`src/hw/rtl/eth_pkg.sv`:
```
// Shared types, constants and the ordering function of the event timeline heap.
// Depends on nothing; event_timeline_heap imports it.
`default_nettype none

package eth_pkg;

  localparam int unsigned MaxEvents = 64;
  localparam int unsigned SlotW     = $clog2(MaxEvents);
  localparam int unsigned CountW    = SlotW + 1;
  localparam int unsigned ChildW    = SlotW + 2;
  localparam int unsigned TimeW     = 24;
  localparam int unsigned PrioW     = 4;
  localparam int unsigned DataW     = 32;

  localparam logic [CountW-1:0] MaxCount = CountW'(MaxEvents);

  typedef enum logic [1:0] {
    STATUS_OK      = 2'd0,
    STATUS_FULL    = 2'd1,
    STATUS_NO_SLOT = 2'd2
  } status_e;

  typedef enum logic {
    OP_ADD    = 1'b0,
    OP_DELETE = 1'b1
  } op_e;

  typedef enum logic [3:0] {
    ST_IDLE,
    ST_DECODE,
    ST_SCAN,
    ST_UP_CHK,
    ST_UP_CMP,
    ST_SRCH_RD,
    ST_SRCH_CMP,
    ST_LAST_CMP,
    ST_DN_CHK,
    ST_DN_RIGHT,
    ST_DN_CMP,
    ST_HD_RD,
    ST_HD_PL,
    ST_HD_OUT
  } state_e;

  // One heap entry: the sort key travels with the slot number.
  typedef struct packed {
    logic [TimeW-1:0] ev_time;
    logic [PrioW-1:0] prio;
    logic [SlotW-1:0] slot;
  } entry_t;

  // True when a is served no later than b.
  function automatic logic comes_before(entry_t a, entry_t b);
    if (a.ev_time != b.ev_time) begin
      return a.ev_time < b.ev_time;
    end
    if (a.prio != b.prio) begin
      return a.prio > b.prio;
    end
    return a.slot <= b.slot;
  endfunction

endpackage

`default_nettype wire

```
`src/hw/rtl/event_timeline_heap.sv`:
```
// Timed event scheduler: slot pool plus binary min-heap held in synchronous memories.
// Depends on eth_pkg (types, ordering function, state and status codes).
//
// Channel | Direction | Handshake             | Transaction
// in      | sink      | in_valid_i/in_stall_o | one add or delete request
// out     | source    | out_valid_o/out_stall_i | head of queue, count, status
// cfg     | sink      | cfg_valid_i/cfg_ready_o | capacity register write
//
// Sequencing: one request at a time. An add that fits scans the used marks for the
// next free slot, one slot bit a cycle, then sifts the new entry up the heap; a
// delete searches the heap entry by entry (one read of the heap memory port each),
// moves the last entry into the hole and sifts it up or down. The single read port
// of the heap memory sets this pace.
// Reset clears the used marks, the count and the free pointer; memories need no
// clearing. A stalled result holds in the output register while the next request
// is already accepted; that request's result waits until the register frees.
`default_nettype none

module event_timeline_heap (
  input  wire                       clk_i,
  input  wire                       rst_ni,
  input  wire                       in_valid_i,
  output logic                      in_stall_o,
  input  wire                       operation_i,
  input  wire  [eth_pkg::TimeW-1:0] event_time_i,
  input  wire  [eth_pkg::PrioW-1:0] event_priority_i,
  input  wire  [eth_pkg::DataW-1:0] event_data_i,
  input  wire  [eth_pkg::SlotW-1:0] delete_slot_i,
  output logic                      out_valid_o,
  input  wire                       out_stall_i,
  output logic [eth_pkg::SlotW-1:0] added_slot_o,
  output logic                      head_valid_o,
  output logic [eth_pkg::SlotW-1:0] head_slot_o,
  output logic [eth_pkg::TimeW-1:0] head_time_o,
  output logic [eth_pkg::DataW-1:0] head_data_o,
  output logic [eth_pkg::CountW-1:0] queued_count_o,
  output logic [1:0]                status_o,
  input  wire                       cfg_valid_i,
  output logic                      cfg_ready_o,
  input  wire  [eth_pkg::CountW-1:0] cfg_capacity_i
);
  import eth_pkg::*;

  // Sequencer state and control registers
  state_e state_q, state_d;
  logic [CountW-1:0] total_q, total_d;
  logic [CountW-1:0] ffree_q, ffree_d;
  logic [CountW-1:0] nxt_q, nxt_d;
  logic [CountW-1:0] ptr_q, ptr_d;
  logic [CountW-1:0] cap_q;
  logic [MaxEvents-1:0] used_q, used_d;
  logic [SlotW-1:0] pos_q, pos_d;
  logic moved_up_q, moved_up_d;
  logic right_ok_q, right_ok_d;
  status_e status_q, status_d;
  logic [SlotW-1:0] added_q, added_d;

  // Latched request payload
  logic op_q;
  logic [TimeW-1:0] in_time_q;
  logic [PrioW-1:0] in_prio_q;
  logic [DataW-1:0] in_data_q;
  logic [SlotW-1:0] del_slot_q;
  entry_t moving_q, moving_d;
  entry_t left_q, left_d;

  // Output register
  logic out_valid_q, out_valid_d;
  logic [SlotW-1:0] out_added_q, out_added_d;
  logic out_hvalid_q, out_hvalid_d;
  logic [SlotW-1:0] out_hslot_q, out_hslot_d;
  logic [TimeW-1:0] out_htime_q, out_htime_d;
  logic [DataW-1:0] out_hdata_q, out_hdata_d;
  logic [CountW-1:0] out_count_q, out_count_d;
  logic [1:0] out_status_q, out_status_d;

  // Memories: heap of keyed slot numbers, payload pool
  entry_t heap_mem [MaxEvents];
  entry_t heap_rd_q;
  logic [DataW-1:0] pl_mem [MaxEvents];
  logic [DataW-1:0] pl_rd_q;

  logic heap_we, heap_re, pl_we, pl_re;
  logic [SlotW-1:0] heap_waddr, heap_raddr, pl_waddr, pl_raddr;
  entry_t heap_wdata;

  // Derived values
  logic in_accept, out_free;
  logic [CountW-1:0] cap_eff;
  logic add_full, del_bad;
  logic [SlotW-1:0] parent;
  logic [ChildW-1:0] child, child_r;
  logic child_ok, right_ok;
  logic pick_right, up_swap, dn_swap;
  entry_t sel_entry;
  logic [SlotW-1:0] sel_idx;
  logic scan_stop;
  entry_t new_entry;

  assign in_accept   = in_valid_i && !in_stall_o;
  assign out_free    = !out_valid_q || !out_stall_i;
  assign in_stall_o  = (state_q != ST_IDLE);
  assign cfg_ready_o = 1'b1;

  // Clamp capacity: zero acts as one, above pool size acts as pool size
  assign cap_eff = (cap_q == '0) ? CountW'(1) : ((cap_q > MaxCount) ? MaxCount : cap_q);
  assign add_full = (total_q >= cap_eff) || (ffree_q >= cap_eff);
  assign del_bad  = !used_q[del_slot_q];

  assign new_entry = '{ev_time: in_time_q, prio: in_prio_q, slot: ffree_q[SlotW-1:0]};

  assign parent   = (pos_q - SlotW'(1)) >> 1;
  assign child    = {1'b0, pos_q, 1'b0} + ChildW'(1);
  assign child_r  = child + ChildW'(1);
  assign child_ok = child < {1'b0, total_q};
  assign right_ok = child_r < {1'b0, total_q};

  assign up_swap    = comes_before(moving_q, heap_rd_q);
  assign pick_right = right_ok_q && comes_before(heap_rd_q, left_q);
  assign sel_entry  = pick_right ? heap_rd_q : left_q;
  assign sel_idx    = pick_right ? child_r[SlotW-1:0] : child[SlotW-1:0];
  assign dn_swap    = comes_before(sel_entry, moving_q);

  assign scan_stop = (nxt_q == MaxCount) || !used_q[nxt_q[SlotW-1:0]];

  // Next state
  always_comb begin
    state_d = state_q;
    case (state_q)
      ST_IDLE: begin
        if (in_accept) state_d = ST_DECODE;
      end
      ST_DECODE: begin
        if (op_q == OP_ADD) begin
          state_d = add_full ? ST_HD_RD : ST_SCAN;
        end else if (del_bad || total_q == CountW'(1)) begin
          state_d = ST_HD_RD;
        end else begin
          state_d = ST_SRCH_RD;
        end
      end
      ST_SCAN: begin
        if (scan_stop) state_d = ST_UP_CHK;
      end
      ST_UP_CHK: begin
        if (pos_q != '0) begin
          state_d = ST_UP_CMP;
        end else if (op_q == OP_DELETE && !moved_up_q) begin
          state_d = ST_DN_CHK;
        end else begin
          state_d = ST_HD_RD;
        end
      end
      ST_UP_CMP: begin
        if (up_swap) begin
          state_d = ST_UP_CHK;
        end else if (op_q == OP_DELETE && !moved_up_q) begin
          state_d = ST_DN_CHK;
        end else begin
          state_d = ST_HD_RD;
        end
      end
      ST_SRCH_RD: begin
        state_d = (ptr_q >= total_q) ? ST_HD_RD : ST_SRCH_CMP;
      end
      ST_SRCH_CMP: begin
        state_d = (heap_rd_q.slot == del_slot_q) ? ST_LAST_CMP : ST_SRCH_RD;
      end
      ST_LAST_CMP: state_d = ST_UP_CHK;
      ST_DN_CHK:   state_d = child_ok ? ST_DN_RIGHT : ST_HD_RD;
      ST_DN_RIGHT: state_d = ST_DN_CMP;
      ST_DN_CMP:   state_d = dn_swap ? ST_DN_CHK : ST_HD_RD;
      ST_HD_RD:    state_d = (total_q == '0) ? ST_HD_OUT : ST_HD_PL;
      ST_HD_PL:    state_d = ST_HD_OUT;
      ST_HD_OUT: begin
        if (out_free) state_d = ST_IDLE;
      end
      default:     state_d = ST_IDLE;
    endcase
  end

  // Datapath and memory controls
  always_comb begin
    total_d    = total_q;
    ffree_d    = ffree_q;
    nxt_d      = nxt_q;
    ptr_d      = ptr_q;
    used_d     = used_q;
    pos_d      = pos_q;
    moved_up_d = moved_up_q;
    right_ok_d = right_ok_q;
    status_d   = status_q;
    added_d    = added_q;
    moving_d   = moving_q;
    left_d     = left_q;
    heap_we    = 1'b0;
    heap_waddr = pos_q;
    heap_wdata = moving_q;
    heap_re    = 1'b0;
    heap_raddr = '0;
    pl_we      = 1'b0;
    pl_waddr   = ffree_q[SlotW-1:0];
    pl_re      = 1'b0;
    pl_raddr   = heap_rd_q.slot;

    out_valid_d  = out_valid_q && out_stall_i;
    out_added_d  = out_added_q;
    out_hvalid_d = out_hvalid_q;
    out_hslot_d  = out_hslot_q;
    out_htime_d  = out_htime_q;
    out_hdata_d  = out_hdata_q;
    out_count_d  = out_count_q;
    out_status_d = out_status_q;

    case (state_q)
      ST_IDLE: begin
        status_d   = STATUS_OK;
        added_d    = '0;
        moved_up_d = 1'b0;
      end
      ST_DECODE: begin
        if (op_q == OP_ADD) begin
          if (add_full) begin
            status_d = STATUS_FULL;
          end else begin
            pl_we    = 1'b1;
            used_d[ffree_q[SlotW-1:0]] = 1'b1;
            moving_d = new_entry;
            pos_d    = total_q[SlotW-1:0];
            total_d  = total_q + CountW'(1);
            added_d  = ffree_q[SlotW-1:0];
            nxt_d    = ffree_q + CountW'(1);
          end
        end else if (del_bad) begin
          status_d = STATUS_NO_SLOT;
        end else begin
          used_d[del_slot_q] = 1'b0;
          if ({1'b0, del_slot_q} < ffree_q) ffree_d = {1'b0, del_slot_q};
          total_d = total_q - CountW'(1);
          ptr_d   = '0;
        end
      end
      ST_SCAN: begin
        if (scan_stop) begin
          ffree_d = nxt_q;
        end else begin
          nxt_d = nxt_q + CountW'(1);
        end
      end
      ST_UP_CHK: begin
        if (pos_q != '0) begin
          heap_re    = 1'b1;
          heap_raddr = parent;
        end else if (!(op_q == OP_DELETE && !moved_up_q)) begin
          heap_we = 1'b1;
        end
      end
      ST_UP_CMP: begin
        if (up_swap) begin
          heap_we    = 1'b1;
          heap_wdata = heap_rd_q;
          pos_d      = parent;
          moved_up_d = 1'b1;
        end else if (!(op_q == OP_DELETE && !moved_up_q)) begin
          heap_we = 1'b1;
        end
      end
      ST_SRCH_RD: begin
        heap_re    = ptr_q < total_q;
        heap_raddr = ptr_q[SlotW-1:0];
      end
      ST_SRCH_CMP: begin
        if (heap_rd_q.slot == del_slot_q) begin
          pos_d      = ptr_q[SlotW-1:0];
          heap_re    = 1'b1;
          heap_raddr = total_q[SlotW-1:0];
        end else begin
          ptr_d = ptr_q + CountW'(1);
        end
      end
      ST_LAST_CMP: begin
        moving_d = heap_rd_q;
      end
      ST_DN_CHK: begin
        if (child_ok) begin
          heap_re    = 1'b1;
          heap_raddr = child[SlotW-1:0];
        end else begin
          heap_we = 1'b1;
        end
      end
      ST_DN_RIGHT: begin
        left_d     = heap_rd_q;
        right_ok_d = right_ok;
        heap_re    = right_ok;
        heap_raddr = child_r[SlotW-1:0];
      end
      ST_DN_CMP: begin
        heap_we = 1'b1;
        if (dn_swap) begin
          heap_wdata = sel_entry;
          pos_d      = sel_idx;
        end
      end
      ST_HD_RD: begin
        heap_re    = total_q != '0;
        heap_raddr = '0;
      end
      ST_HD_PL: begin
        pl_re = 1'b1;
      end
      ST_HD_OUT: begin
        if (out_free) begin
          out_valid_d  = 1'b1;
          out_added_d  = added_q;
          out_hvalid_d = total_q != '0;
          out_hslot_d  = (total_q != '0) ? heap_rd_q.slot : '0;
          out_htime_d  = (total_q != '0) ? heap_rd_q.ev_time : '0;
          out_hdata_d  = (total_q != '0) ? pl_rd_q : '0;
          out_count_d  = total_q;
          out_status_d = status_q;
        end
      end
      default: ;
    endcase
  end

  // Control registers
  always_ff @(posedge clk_i or negedge rst_ni) begin
    if (!rst_ni) begin
      state_q     <= ST_IDLE;
      total_q     <= '0;
      ffree_q     <= '0;
      used_q      <= '0;
      cap_q       <= MaxCount;
      out_valid_q <= 1'b0;
    end else begin
      state_q     <= state_d;
      total_q     <= total_d;
      ffree_q     <= ffree_d;
      used_q      <= used_d;
      out_valid_q <= out_valid_d;
      if (cfg_valid_i && cfg_ready_o) cap_q <= cfg_capacity_i;
    end
  end

  // Payload registers
  always_ff @(posedge clk_i) begin
    if (in_accept) begin
      op_q       <= operation_i;
      in_time_q  <= event_time_i;
      in_prio_q  <= event_priority_i;
      in_data_q  <= event_data_i;
      del_slot_q <= delete_slot_i;
    end
    nxt_q        <= nxt_d;
    ptr_q        <= ptr_d;
    pos_q        <= pos_d;
    moved_up_q   <= moved_up_d;
    right_ok_q   <= right_ok_d;
    status_q     <= status_d;
    added_q      <= added_d;
    moving_q     <= moving_d;
    left_q       <= left_d;
    out_added_q  <= out_added_d;
    out_hvalid_q <= out_hvalid_d;
    out_hslot_q  <= out_hslot_d;
    out_htime_q  <= out_htime_d;
    out_hdata_q  <= out_hdata_d;
    out_count_q  <= out_count_d;
    out_status_q <= out_status_d;
  end

  // Heap memory: one write port, one registered read port
  always_ff @(posedge clk_i) begin
    if (heap_we) heap_mem[heap_waddr] <= heap_wdata;
    if (heap_re) heap_rd_q <= heap_mem[heap_raddr];
  end

  // Payload memory
  always_ff @(posedge clk_i) begin
    if (pl_we) pl_mem[pl_waddr] <= in_data_q;
    if (pl_re) pl_rd_q <= pl_mem[pl_raddr];
  end

  assign out_valid_o    = out_valid_q;
  assign added_slot_o   = out_added_q;
  assign head_valid_o   = out_hvalid_q;
  assign head_slot_o    = out_hslot_q;
  assign head_time_o    = out_htime_q;
  assign head_data_o    = out_hdata_q;
  assign queued_count_o = out_count_q;
  assign status_o       = out_status_q;

  a_total_bound: assert property (@(posedge clk_i) disable iff (!rst_ni)
    total_q <= MaxCount)
    else $error("queue count above pool size");

  a_leave_idle: assert property (@(posedge clk_i) disable iff (!rst_ni)
    in_accept |=> state_q != ST_IDLE)
    else $error("accepted transaction did not start");

  a_ffree_free: assert property (@(posedge clk_i) disable iff (!rst_ni)
    (state_q == ST_IDLE && ffree_q < MaxCount) |-> !used_q[ffree_q[SlotW-1:0]])
    else $error("free pointer names a used slot");

  a_count_match: assert property (@(posedge clk_i) disable iff (!rst_ni)
    state_q == ST_IDLE |-> $countones(used_q) == int'(total_q))
    else $error("used marks disagree with queue count");

  a_full_has_head: assert property (@(posedge clk_i) disable iff (!rst_ni)
    (out_valid_q && out_status_q == STATUS_FULL) |-> out_hvalid_q)
    else $error("full status with empty queue");

endmodule

`default_nettype wire

```
`config.mk`:
```
export PLATFORM = sky130hd
export DESIGN_NAME = event_timeline_heap
export DESIGN_NICKNAME = d
export VERILOG_FILES = /design/src/hw/rtl/eth_pkg.sv /design/src/hw/rtl/event_timeline_heap.sv
export SDC_FILE = /design/constraint.sdc
export NUM_CORES = 2
export LEC_CHECK = 0
export BUFFER_PORTS_ARGS = -buffer_cell sky130_fd_sc_hd__buf_2
export CAP_MARGIN = 20
export CORE_MARGIN = 5
export CORE_UTILIZATION = 45
export CTS_CLUSTER_DIAMETER = 30
export DETAILED_ROUTE_END_ITERATION = 10
export GPL_TIMING_DRIVEN = 0
export SYNTH_ARGS = -nofsm -noshare
export SYNTH_HDL_FRONTEND = slang
export SYNTH_MEMORY_MAX_BITS = 65536
export SYNTH_SLANG_ARGS = --single-unit
```
`constraint.sdc`:
```
create_clock -name clk_i -period 11.6 [get_ports clk_i]
set_input_delay 0 -clock clk_i [delete_from_list [all_inputs] [get_ports clk_i]]
set_output_delay 0 -clock clk_i [all_outputs]
set_load 0.05 [all_outputs]
```
Word level (Yosys, flattened, before mapping)

Memory sizes are Yosys's and may differ from the RTL's. A register that Yosys moved wholly into a read port is not among the register bits.
Index checks and enable logic that the tools add are counted.

Multipliers: 0
Add/sub/neg operators: 8
Reduce and logical (&&, ||, !) cells: 39
Magnitude comparators: 22
Shift operators: 0
Equality and inequality tests: 39
Muxes and demuxes: 111
Bitwise gates (word level): 3
Divide/modulo/power cells: 0

Operators with widths:

| kind                                                       | number |
|---|---|
| two-way mux 64 bit                                         | 3 |
| two-way mux 34 bit                                         | 5 |
| one-hot mux 34 bit (2 select lines)                        | 2 |
| two-way mux 7 bit                                          | 15 |
| less-than comparator 24 bit                                | 3 |
| inequality test 24 bit                                     | 3 |
| bitwise AND 64 bit                                         | 1 |
| NOT 64 bit                                                 | 1 |
| bitwise OR 64 bit                                          | 1 |
| two-way mux 6 bit                                          | 10 |
| one-hot mux 4 bit (14 select lines)                        | 1 |
| two-way mux 1 bit                                          | 44 |
| one-hot mux 7 bit (2 select lines)                         | 3 |
| two-way mux 4 bit                                          | 9 |
| one-hot mux 6 bit (5 select lines)                         | 1 |
| adder 7 x 1 -> 7 bit, second input constant                | 4 |
| inequality test 2 bit, second input constant               | 14 |
| equality test 4 bit, second input constant                 | 6 |
| one-hot mux 6 bit (4 select lines)                         | 1 |
| greater-or-equal comparator 7 bit                          | 3 |
| less-than comparator 6 x 7 -> 1 bit, second input constant | 3 |
| less-or-equal comparator 6 bit                             | 3 |
| equality test 4 x 3 -> 1 bit, second input constant        | 4 |
| less-than comparator 8 x 7 -> 1 bit                        | 2 |
| other kinds (40)                                           | 80 |

Bits of input ports: 79
Latch bits: 0
Memory bits (writable): 4224
Memory bits (read-only): 0
Memories: 2
Output and inout bits: 81
Logic and storage cells: 255
Flip-flop bits (word level): 333

Memory list:

| memory   | words | bits a word | rd ports | clocked after memory_dff | wr ports | line                      | source |
|---|---|---|---|---|---|---|---|
| heap_mem | 64    | 34          | 1        | 1                        | 1        | event_timeline_heap.sv:78 | `entry_t heap_mem [MaxEvents];` |
| pl_mem   | 64    | 32          | 1        | 1                        | 1        | event_timeline_heap.sv:80 | `logic [DataW-1:0] pl_mem [MaxEvents];` |

Longest topological paths before layout

Depth after elaboration: 14
Depth in mapped cells: 26
Depth with buffers taken out: 21

Least setup slack after synthesis

Ideal clock, no wire load.

Kind: register -> register
From: register pl_raddr[0] (netlist name)
To: memory heap_mem[0][0] (netlist bit) (data pin)
Stages on the path, launching flop included: 25
Setup slack: 3.416 ns
Library setup time: 0.567 ns
Required time: 11.033 ns
Arrival time: 7.617 ns
Path buffers: 7
Period minus slack after synthesis: 8.184 ns
Cell sequence: edfxtp_1 -> clkbuf_1 -> buf_1 -> buf_1 -> inv_1 -> ha_1 -> a31oi_1 -> a2111oi_0 -> nor2_1 -> clkbuf_1 -> clkbuf_1 -> nand2_1 -> o21ai_0 -> ha_1 -> nor2b_1 -> o21ai_0 -> nand2b_1 -> a211oi_1 -> o21ai_0 -> a311o_1 -> o31ai_1 -> clkbuf_1 -> a32oi_1 -> clkbuf_1 -> o221ai_1

RTL lines:

| element   | line |
|---|---|
| to (decl) | event_timeline_heap.sv:78 |

==> impl_metrics.py <==
metrics = {
    "synthesis": {
        "synth_commonest_cells": "edfxtp_1 (4533), nand2_1 (1022), mux4_2 (883)",
        "synth_top_area_cell": "edfxtp_1",
        "yosysTopAreaCellShare": 0.741,
        "synth.distinct_cells": 81,
        "syn_inst": 9803,
        "synth_area_leaders": "edfxtp_1 (74%), mux4_2 (11%), mux2i_1 (2.6%), nand2_1 (2.1%), dfrtp_1 (1.2%)",
        "synth_nets": 10029,
        "ys_ff_latch": 4623,
        "synth_area_mm2": 0.184,
        "ys_async_sr_fraction": 0.0195,
        "syn_avg_cell_area_um2": 18.7,
        "synth_edf_count": 4533,
        "yosys_most_used_dff": "edfxtp_1",
        "ys_warn_count": 0,
        "yosysSeqAreaShare": 0.754,
        "synthMostInstantiatedCell": "edfxtp_1",
    },
    "floorplan": {
        "start_util": 0.452,
        "die-area_mm2": 0.421,
        "die_h_um": 649,
        "core_area_mm2": 0.406,
        "die_x_um": 649,
        "row_count": 234,
        "ios": 160,
    },
    "clocking": {
        "cts_buffers": 903,
        "clock_sinks": 4623,
        "tritoncts": "built",
        "clock_latency_ps": 1090,
        "htreeDepth": 6,
        "clk_pin_slew_ps": 50,
        "cts-root-buf": "clkbuf_16",
        "cts_resized": 0,
        "clockBufferDepth": 4,
    },
    "critical_path": {
        "critical_path.slowest_cell": "a32oi_1",
        "crit_top_cell": "clkbuf_1",
        "r2r-start": "pl_raddr[0]",
        "worstSetupStartpoint": "pl_raddr[0]",
        "arrival_ps": 11440,
        "r2r-end": "heap_mem[48][31]",
        "max_stage_delay_ps": 930,
        "cp-start-kind": "flip-flop",
        "path_max_fanout": 34,
        "reg2regPathDepth": 27,
        "end_kind": "flip-flop",
        "cp_data_required_time_ps": 12330,
        "crit_type": "flip-flop to flip-flop",
        "rrSetupSlack_ps": 890,
    },
    "detailed_routing": {
        "drc": 0,
        "wirelength_mm": 585,
        "first_iter_violations": 15461,
        "via_per_inst": 6.05,
        "first_pass_iters": 8,
        "vias": 107783,
        "postRouteAntennaNets": 0,
        "wl_per_cell_um": 32.8,
    },
    "status": {
        "status": "finished, final reports clean",
    },
    "placed_design": {
        "dpl_worst_slack_ps": 1080,
        "portBuffers": 157,
        "gp_congestion": 0.942,
        "hpwl_mm": 414,
        "placed_cell_area_mm2": 0.202,
    },
    "sta": {
        "fin_crit_ps": 10710,
        "fmax_ghz": 0.0934,
        "tightestPinTransition_ps": 1280,
        "setup_violations": 0,
        "slew_headroom": 0.144,
        "setup_slack_ps": 888,
        "skew_ps": 146,
        "finalHoldViolCount": 0,
        "rsz0062_at_grt": "false",
        "drv_slew": 0,
        "setup_tns_ps": 0,
        "fin_crit_sh": 0.923,
    },
    "finish": {
        "seqCellArea_mm2": 0.138,
        "multi_input_area_mm2": 0.0438,
        "nets": 11819,
        "fin_area_mm2": 0.235,
        "layout-drive-gt1-share": 0.281,
        "fillers": 29762,
        "syn_to_final_growth_pct": 28.1,
    },
    "global_route": {
        "grt_pass1_wl_mm": 819,
        "first_global_vias": 107470,
        "overflow": 0,
        "antenna_found_initial": 54,
        "grt_max_degree": 61,
        "grt_usage": 0.273,
    },
    "pwr": {
        "peakVddDrop_v": 0.000180,
        "power.density_mw_per_mm2": 291,
        "leakagePower_nw": 81.8,
    },
    "min_path": {
        "hp-start": "event_time_i[5]",
        "min_path_type": "input pin to flip-flop",
        "whs_path_depth": 3,
        "hold_end": "in_time_q[5]",
    },
    "job": {
        "cap_violations": 0,
    },
}
[stage by stage]
stage | cells | util | hold WS (ps) | total power [mW]
global route | 17815 | 0.578 | 154 | 70.3
detailed placement | 15915 | 0.496 | -28.8 | 41.8
finish | 17828 | 0.579 | 166 | 68.4
floorplan | 9803 | - | -296 | 31.9
CTS | 17778 | 0.577 | 83.2 | 68.0
global placement | 15388 | 0.470 | 176 | 40.6
[report_power, final]
group	switching, mW	total [mW]	internal, mW
combinational	14.1	21.3	7.28
sequential	0.433	20.8	20.4
clock	8.98	26.2	17.3
[layout by cell type, fill, tap and decap left out, types with 29 or more instances in the layout]
cell	synthesis	routed
edfxtp_1	4533	4533
nand2_1	1022	1021
clkbuf_16	0	913
mux4_2	883	883
mux2i_1	473	473
nand3_1	429	428
clkbuf_1	340	405
buf_2	82	239
buf_6	10	232
o21ai_0	172	171
dlygate4sd3_1	0	164
ha_1	147	147
inv_1	145	145
clkinv_2	0	134
clkinv_1	3	131
clkinvlp_4	0	124
bufinv_16	0	124
nor2_1	183	121
buf_12	0	110
buf_1	105	105
buf_16	0	103
and3_1	94	93
buf_8	0	92
a21oi_1	90	90
dfrtp_1	89	89
clkinv_4	0	89
a32oi_1	79	79
buf_4	40	77
nand4_1	72	72
nor3_2	0	69
and2_1	68	68
nor2_4	0	62
inv_6	0	58
a31oi_1	54	54
a22oi_1	39	39
a21o_1	36	36
o221ai_4	0	34
o21a_1	31	31
o31ai_1	29	29
[cell type report]
class,count,area share
multi-input combinational,4450,0.186
timing repair buffer,885,0.0494
clock inverter,700,0.0345
antenna,14,0.000149
tap,5428,0.0289
clock buffer,998,0.0990
sequential,4623,0.589
inverter,151,0.00241
buffer,579,0.0107
[worst max-delay path by stage]
stage / slack, ps / end / depth (start not counted)
6_report: 890 / heap_mem[48][31] / 27
5_1_grt: 700 / heap_mem[55][31] / 27
4_1_cts: 970 / heap_mem[40][17] / 25
3_5_place_dp: 1080 / heap_mem[55][31] / 27
3_3_place_gp: -5870 / heap_mem[36][8] / 22
2_1_floorplan: 3420 / heap_mem[0][0] / 24
[cell families (layout without fill, tap and decap cells)]
logic type,Yosys count,after routing,share of synthesized area
AOI/OAI and AO/OA,824,824,0.0320
xor gates and xnor gates,33,33,0.00157
adders and majority gates,147,147,0.0100
buffers and inverters,730,3313,0.0168
DFF,4623,4623,0.754
muxes,1368,1368,0.135
other,1,15,0.0000204
and+or+nand+nor,2077,2077,0.0512
[sequential cells by signal (all words and copies together), names as in the netlist, 6 cells and up]
name	count
heap_mem	2176
pl_mem	2048
used_q	64
left_q	34
moving_q	34
head_data_o	32
in_data_q	32
pl_rd_q	32
heap_rd_q	28
head_time_o	24
in_time_q	24
cap_q	7
ffree_q	7
nxt_q	7
ptr_q	7
queued_count_o	7
total_q	7
added_q	6
added_slot_o	6
del_slot_q	6
head_slot_o	6
heap_waddr	6
pl_raddr	6
[timing repair]
action | in CTS | in global routing
hold buffers | 165 | 0
buffers inserted | 0 | 0
endpoints found under the hold margin | 262 | 0
[worst max-delay path: cells and delay by family, from the launching register on]
kind / cells / cell delay, ps
simple gates: 5 / 1210
fa+ha+maj: 2 / 530
compound gates: 7 / 2230
flops: 1 / 680
buf+inv: 13 / 5610
[routing by layer]
layer	up-vias	track usage	routed length, um
li1	43730	-	-
met1	56296	0.379	229000
met2	6535	0.413	265000
met3	1202	0.0766	67300
met4	20	0.100	23600
met5	-	0	132
No activity file was read; power rests on OpenSTA's default activity.
